$ cat src/sv/tbo_pkg.sv
// Shared types, widths and constant tables for the triangle/box overlap unit.
// Used by every module of the unit; depends on nothing.
`timescale 1ns / 1ps
`default_nettype none

package tbo_pkg;

    localparam int COORD_WIDTH = 32;
    localparam int FRAC_BITS   = 16;
    localparam int HALF_W      = COORD_WIDTH - 1;
    localparam int VEC_W       = COORD_WIDTH + 1;
    localparam int EDGE_W      = COORD_WIDTH + 2;
    localparam int PROD_W      = EDGE_W + VEC_W;
    localparam int AXIS_W      = PROD_W + 1;
    localparam int RAD_W       = EDGE_W + HALF_W + 1;
    localparam int CMP_W       = AXIS_W + 1;
    localparam int NPROD_W     = 2 * EDGE_W;
    localparam int NORM_W      = NPROD_W + 1;
    localparam int NLO_W       = (NORM_W + 1) / 2;
    localparam int NHI_W       = NORM_W - NLO_W;
    localparam int PLO_W       = NLO_W + 1 + VEC_W;
    localparam int PHI_W       = NHI_W + VEC_W;
    localparam int SLO_W       = NLO_W + HALF_W;
    localparam int SHI_W       = NHI_W + HALF_W;
    localparam int WIDE_W      = NORM_W + VEC_W + 4;
    localparam int PIPE_DEPTH  = 8;
    localparam int NUM_EDGE    = 9;
    localparam int CFG_ADDR_W  = 2;

    typedef logic signed [COORD_WIDTH-1:0] coord_t;
    typedef logic signed [VEC_W-1:0]       vec_t;
    typedef logic signed [EDGE_W-1:0]      edge_t;
    typedef logic        [HALF_W-1:0]      half_t;

    typedef enum logic [CFG_ADDR_W-1:0] {
        CFG_HALF_X = 2'd0,
        CFG_HALF_Y = 2'd1,
        CFG_HALF_Z = 2'd2
    } cfg_idx_t;

    localparam half_t HALF_RESET = half_t'(64'd1 << FRAC_BITS);

    // Edge, box axis and the two projected vertices of each edge/axis test.
    localparam int EDGE_SEL [NUM_EDGE] = '{0, 0, 0, 1, 1, 1, 2, 2, 2};
    localparam int AXIS_SEL [NUM_EDGE] = '{0, 1, 2, 0, 1, 2, 0, 1, 2};
    localparam int VA_SEL   [NUM_EDGE] = '{0, 0, 1, 0, 0, 0, 0, 0, 1};
    localparam int VB_SEL   [NUM_EDGE] = '{2, 2, 2, 2, 2, 1, 1, 1, 2};

endpackage

`default_nettype wire

$ cat src/sv/tbo_prep.sv
// Front stage: triangle vertices relative to the box centre and edge vectors.
// Depends on tbo_pkg.
`timescale 1ns / 1ps
`default_nettype none

module tbo_prep
    import tbo_pkg::*;
(
    input  wire logic   clk,
    input  wire logic   adv,
    input  wire coord_t ctr [3],
    input  wire coord_t pnt [3][3],
    output vec_t        v   [3][3],
    output edge_t       e   [3][3]
);

    vec_t  v_reg  [3][3];
    edge_t e_reg  [3][3];
    vec_t  v_next [3][3];
    edge_t e_next [3][3];

    always_comb
    begin
        for (int a = 0; a < 3; a++)
        begin
            for (int q = 0; q < 3; q++)
            begin
                v_next[a][q] = VEC_W'(pnt[a][q]) - VEC_W'(ctr[q]);
                // The centre cancels in an edge, so take it from the raw vertices.
                e_next[a][q] = EDGE_W'(pnt[(a + 1) % 3][q]) - EDGE_W'(pnt[a][q]);
            end
        end
    end

    always_ff @(posedge clk)
    begin
        if (adv)
        begin
            v_reg <= v_next;
            e_reg <= e_next;
        end
    end

    assign v = v_reg;
    assign e = e_reg;

endmodule

`default_nettype wire

$ cat config.mk
export PLATFORM = sky130hd
export DESIGN_NAME = tbo_prep
export DESIGN_NICKNAME = d
export VERILOG_FILES = /design/src/sv/tbo_pkg.sv /design/src/sv/tbo_prep.sv
export SDC_FILE = /design/constraint.sdc
export NUM_CORES = 2
export LEC_CHECK = 0
export BUFFER_PORTS_ARGS = -buffer_cell sky130_fd_sc_hd__buf_2
export CORE_AREA = 2 2 385 387
export CTS_CLUSTER_SIZE = 8
export DETAILED_ROUTE_END_ITERATION = 10
export DIE_AREA = 0 0 387 389
export GPL_TIMING_DRIVEN = 0
export PLACE_DENSITY = 0.49
export SYNTH_ARGS = -nofsm -noshare
export SYNTH_HDL_FRONTEND = slang
export SYNTH_SLANG_ARGS = --single-unit
$ cat constraint.sdc
create_clock -name clk -period 7.69 [get_ports clk]
set_clock_uncertainty 0.15 [all_clocks]
set_input_delay 0 -clock clk [delete_from_list [all_inputs] [get_ports clk]]
set_output_delay 0 -clock clk [all_outputs]
set_load 0.05 [all_outputs]
* Word level (Yosys, flattened, before mapping) *
Cells that the tools add are included.

operators by class
  $add $sub $neg = 18

operators by type and width
  cell                          count
  subtractor 32 x 32 -> 33 bit  18

storage, ports and cells
  register bits after elaboration = 603
  input bits = 386
  output and inout port bits = 603
  word-level logic and storage cells = 36

* Longest topological paths before layout *
  word-level depth = 1
  gate-level depth with buffers = 14
  gate-level depth less buffers = 14

* Least setup slack after synthesis *
Ideal clock, no wire load.

  path type = in2reg
  from = input port pnt[17] in the netlist's numbering
  to = register e_reg, in the netlist e[32], data pin
  arrival time = 3.017 ns
  slack = 4.394 ns
  cell stages on the path = 13
  path buffers = 0
  cells stage by stage = inv_1 > ha_1 > a21o_1 > a211o_1 > a311o_1 > o22a_1 > a41oi_2 > o211ai_2 > or2_1 > o311a_1 > a311o_2 > a2111oi_2 > a21o_1

RTL lines
  item                    line            source
  start: declaration      tbo_prep.sv:12  input wire coord_t pnt [3][3],
  end signal: assignment  tbo_prep.sv:40  e_reg <= e_next;
  end: declaration        tbo_prep.sv:18  edge_t e_reg [3][3];

==> impl_metrics.tcl <==
set metrics [dict create \
    cts-root-buf "clkbuf_16" \
    gp_routability_congestion 0.9519 \
    cp-start-kind "input pin" \
    place_inst 7607 \
    start_util_pct 31.41 \
    hold_violations 0 \
    hold_path_class "in -> reg" \
    io_pins 989 \
    postCtsResizedCells 0 \
    syn_nets 5663 \
    end_kind "flop" \
    finalMaxSlewViolations 0 \
    grt_pass1_wl_um 278500 \
    rsz0062_at_grt "no" \
    design.die.area_um2 150500 \
    cts.sinks 594 \
    fmax_ghz 0.1991 \
    relSlewSlack_pct 10.23 \
    synth_edf_count 594 \
    ir_worst_vdd_mv 0.1374 \
    finalWorstPathRequiredPeriod_ns 5.023 \
    track_usage_pct 24.96 \
    seq_area_um2 17840 \
    yosysTopAreaCellShare_pct 38.74 \
    wl_met2_um 94530 \
    finalNetCount 7469 \
    ys.flop_type "edfxtp_1" \
    highest_layer "met5" \
    dp_slack_ns 3.225 \
    yosysWarningCount 0 \
    fill_cells 14310 \
    finalSetupViolCount 0 \
    critPathKind "in -> reg" \
    portBuffers 988 \
    route.met3.wl_um 14390 \
    cts_tree "done" \
    ys_types 82 \
    die_h_um 389 \
    routed-via-count 43380 \
    critPathRequiredTime_ns 7.97 \
    drtIter0Drc 2854 \
    wl_met1_um 78870 \
    cts_hold_buffers 721 \
    cts_inserted_buffers 89 \
    syn_inst 4683 \
    wl_per_cell_um 23.05 \
    power_mw 14.23 \
    rows 141 \
    antenna_left 0 \
    multi_input_area_um2 26030 \
    clk_pin_slew_ns 0.06 \
    synth.area.top_cells "edfxtp_1 39%, ha_1 16%, xnor2_1 6.2%, a21oi_1 4.7%, a21o_1 4.6%" \
    netlist_area_um2 46040 \
    die_w_um 387 \
    grt_overflow 0 \
    final_util_pct 43.16 \
    status "finished clean" \
    dr.pass1.iters 5 \
    cp-endpoint "v[227]$_DFFE_PP_" \
    drive_gt1_share_pct 17.44 \
    final_cells 8459 \
    h-tree-depth 3 \
    synth_top_cell_by_area "edfxtp_1" \
    cap_violations 0 \
    synthArstFlopShare_pct 0 \
    ys_seq_elements 594 \
    worstPathArrival_ns 5.31 \
    wl_um 195000 \
    cts_buffer_depth 3 \
    drcViolationCount 0 \
    postCtsSetupRepairBufs 0 \
    finalWorstSetupSlack_ns 2.667 \
    p_leak_nw 29.41 \
    avgSynthCellArea_um2 9.832 \
    worst_pin_slew_ns 1.332 \
    grt_pass1_vias 44090 \
    antenna_found_initial 13 \
    path_max_fanout 4 \
    hpwl_um 160400 \
    setup.worst_path.start "ctr[1]" \
    yosysSeqAreaShare_pct 38.74 \
    p_per_area_nw_per_um2 224.9 \
    core_um2 146600 \
    viasPerCell 5.128 \
    grt_max_degree 113 \
    fin_crit_sh_pct 65.32 \
    finalSetupTns_ns 0 \
    syn_to_final_growth_pct 37.41 \
]
==> layer usage <==
| layer | vias up | GRT usage, % |
|---|---|---|
| met5 | - | 0 |
| met4 | 4 | 9.141 |
| met3 | 297 | 5.662 |
| met2 | 1435 | 44.17 |
| met1 | 20910 | 29.39 |
| li1 | 20730 | - |
==> worst min-delay path by stage <==
| stage | startpoint | to | slack [ns] | cells after the start |
|---|---|---|---|---|
| detailed placement | pnt[128] | e[136]$_DFFE_PP_ | 0.27 | 3 |
| floorplan | adv | e[0]$_DFFE_PP_ | -0.04 | 0 |
| finish | ctr[84] | v[86]$_DFFE_PP_ | 0.03 | 4 |
| global placement | pnt[224] | e[238]$_DFFE_PP_ | 0.26 | 3 |
| CTS | ctr[14] | v[113]$_DFFE_PP_ | 0.003 | 5 |
| global route | ctr[14] | v[113]$_DFFE_PP_ | 0.07 | 5 |
==> area by class of cell <==
| cell class | count | share of cell area, % |
|---|---|---|
| flip-flops and latches | 594 | 28.19 |
| inverters | 539 | 3.198 |
| repair buffers | 1715 | 19.50 |
| multi-input cells | 3519 | 41.13 |
| clock inverters | 13 | 0.1918 |
| plain buffers | 31 | 0.2610 |
| well taps | 1930 | 3.817 |
| diodes | 9 | 0.03560 |
| clock buffers | 109 | 3.672 |
==> power by group <==
part / switching [mW] / internal, mW / leakage, nW
sequential: 0.190 / 4.28 / 5.81
combinational: 4.08 / 1.98 / 22.4
clock: 1.60 / 2.10 / 1.19
==> layout by cell type, fill, tap and decap left out, types with 12 or more instances in the layout <==
master and count:
a2111oi_0 12, a211o_1 19, a211oi_1 33, a21boi_0 13, a21boi_1 15, a21o_1 282, a21oi_1 431, a221oi_1 12
a311oi_1 14, a31oi_1 45, a41oi_1 12, and2_1 15, and3_1 43, buf_2 987, clkbuf_1 37, clkbuf_16 90
dlygate4sd3_1 721, edfxtp_1 594, fa_1 18, ha_1 576, inv_1 539, nand2_1 218, nand2b_1 93, nand3_1 77
nand4_1 47, nor2_1 279, nor2b_1 85, nor3_1 59, o211ai_1 20, o21a_1 100, o21ai_0 195, o21ai_1 63
o21bai_1 61, o22ai_1 14, o31ai_1 25, or3_1 19, xnor2_1 328, xor2_1 148
==> synth_stat cells (7+ instances only) <==
| cell type | count |
|---|---|
| a41oi_1 | 12 |
| o21a_1 | 100 |
| a31oi_1 | 45 |
| ha_1 | 576 |
| clkbuf_1 | 18 |
| a211o_1 | 19 |
| or3_1 | 19 |
| fa_1 | 18 |
| nand2b_1 | 93 |
| a21oi_1 | 431 |
| nand2_1 | 218 |
| o22ai_1 | 14 |
| o31ai_1 | 25 |
| and3_1 | 43 |
| nand4_1 | 47 |
| a311o_1 | 7 |
| o41ai_1 | 11 |
| xor2_1 | 148 |
| o21ai_1 | 63 |
| o21ai_0 | 195 |
| xnor2_1 | 328 |
| edfxtp_1 | 594 |
| o211ai_1 | 20 |
| a31o_2 | 10 |
| nor3_1 | 59 |
| inv_1 | 539 |
| a311oi_1 | 14 |
| nor2b_1 | 85 |
| a221o_1 | 8 |
| a2111oi_0 | 12 |
| a211oi_1 | 33 |
| and2_1 | 15 |
| a21boi_0 | 13 |
| o31a_1 | 11 |
| or2_2 | 9 |
| a21boi_1 | 15 |
| buf_4 | 9 |
| and4_1 | 9 |
| a221oi_1 | 12 |
| nor4_1 | 10 |
| a21o_1 | 282 |
| nor2_1 | 279 |
| o21bai_1 | 61 |
| nand3_1 | 77 |
==> worst max-delay path, stage by stage <==
cell	delay (ns)
dlygate4sd3_1	0.52
buf_2	0.20
inv_1	0.12
ha_1	0.30
nor2b_1	0.13
o21ai_0	0.26
a21boi_1	0.20
o2111ai_1	0.45
nand3_1	0.23
a31oi_1	0.37
o21ai_0	0.30
nand3_1	0.22
a21oi_1	0.11
dlygate4sd3_1	0.59
a31oi_1	0.14
dlygate4sd3_1	0.56
nand2_1	0.05
dlygate4sd3_1	0.55
==> kinds of logic after synthesis <==
logic type / after synthesis / share of synthesized area (%)
AO/OA/AOI/OAI: 1460 / 20.50
XOR/XNOR: 476 / 9.054
adder cells (fa/ha/maj): 594 / 16.43
buffers and inverters: 570 / 4.753
flip-flops: 594 / 38.74
multiplexers: 1 / 0.02174
AND/OR/NAND/NOR: 988 / 10.50
==> stage by stage <==
stage | hold WS, ns | cell area (um2)
floorplan | -0.03750 | 46040
global placement | 0.2611 | 53400
detailed placement | 0.2684 | 53590
CTS | 0.002909 | 63250
global route | 0.07068 | 63260
finish | 0.03479 | 63270
No activity file was read; power rests on OpenSTA's default activity.
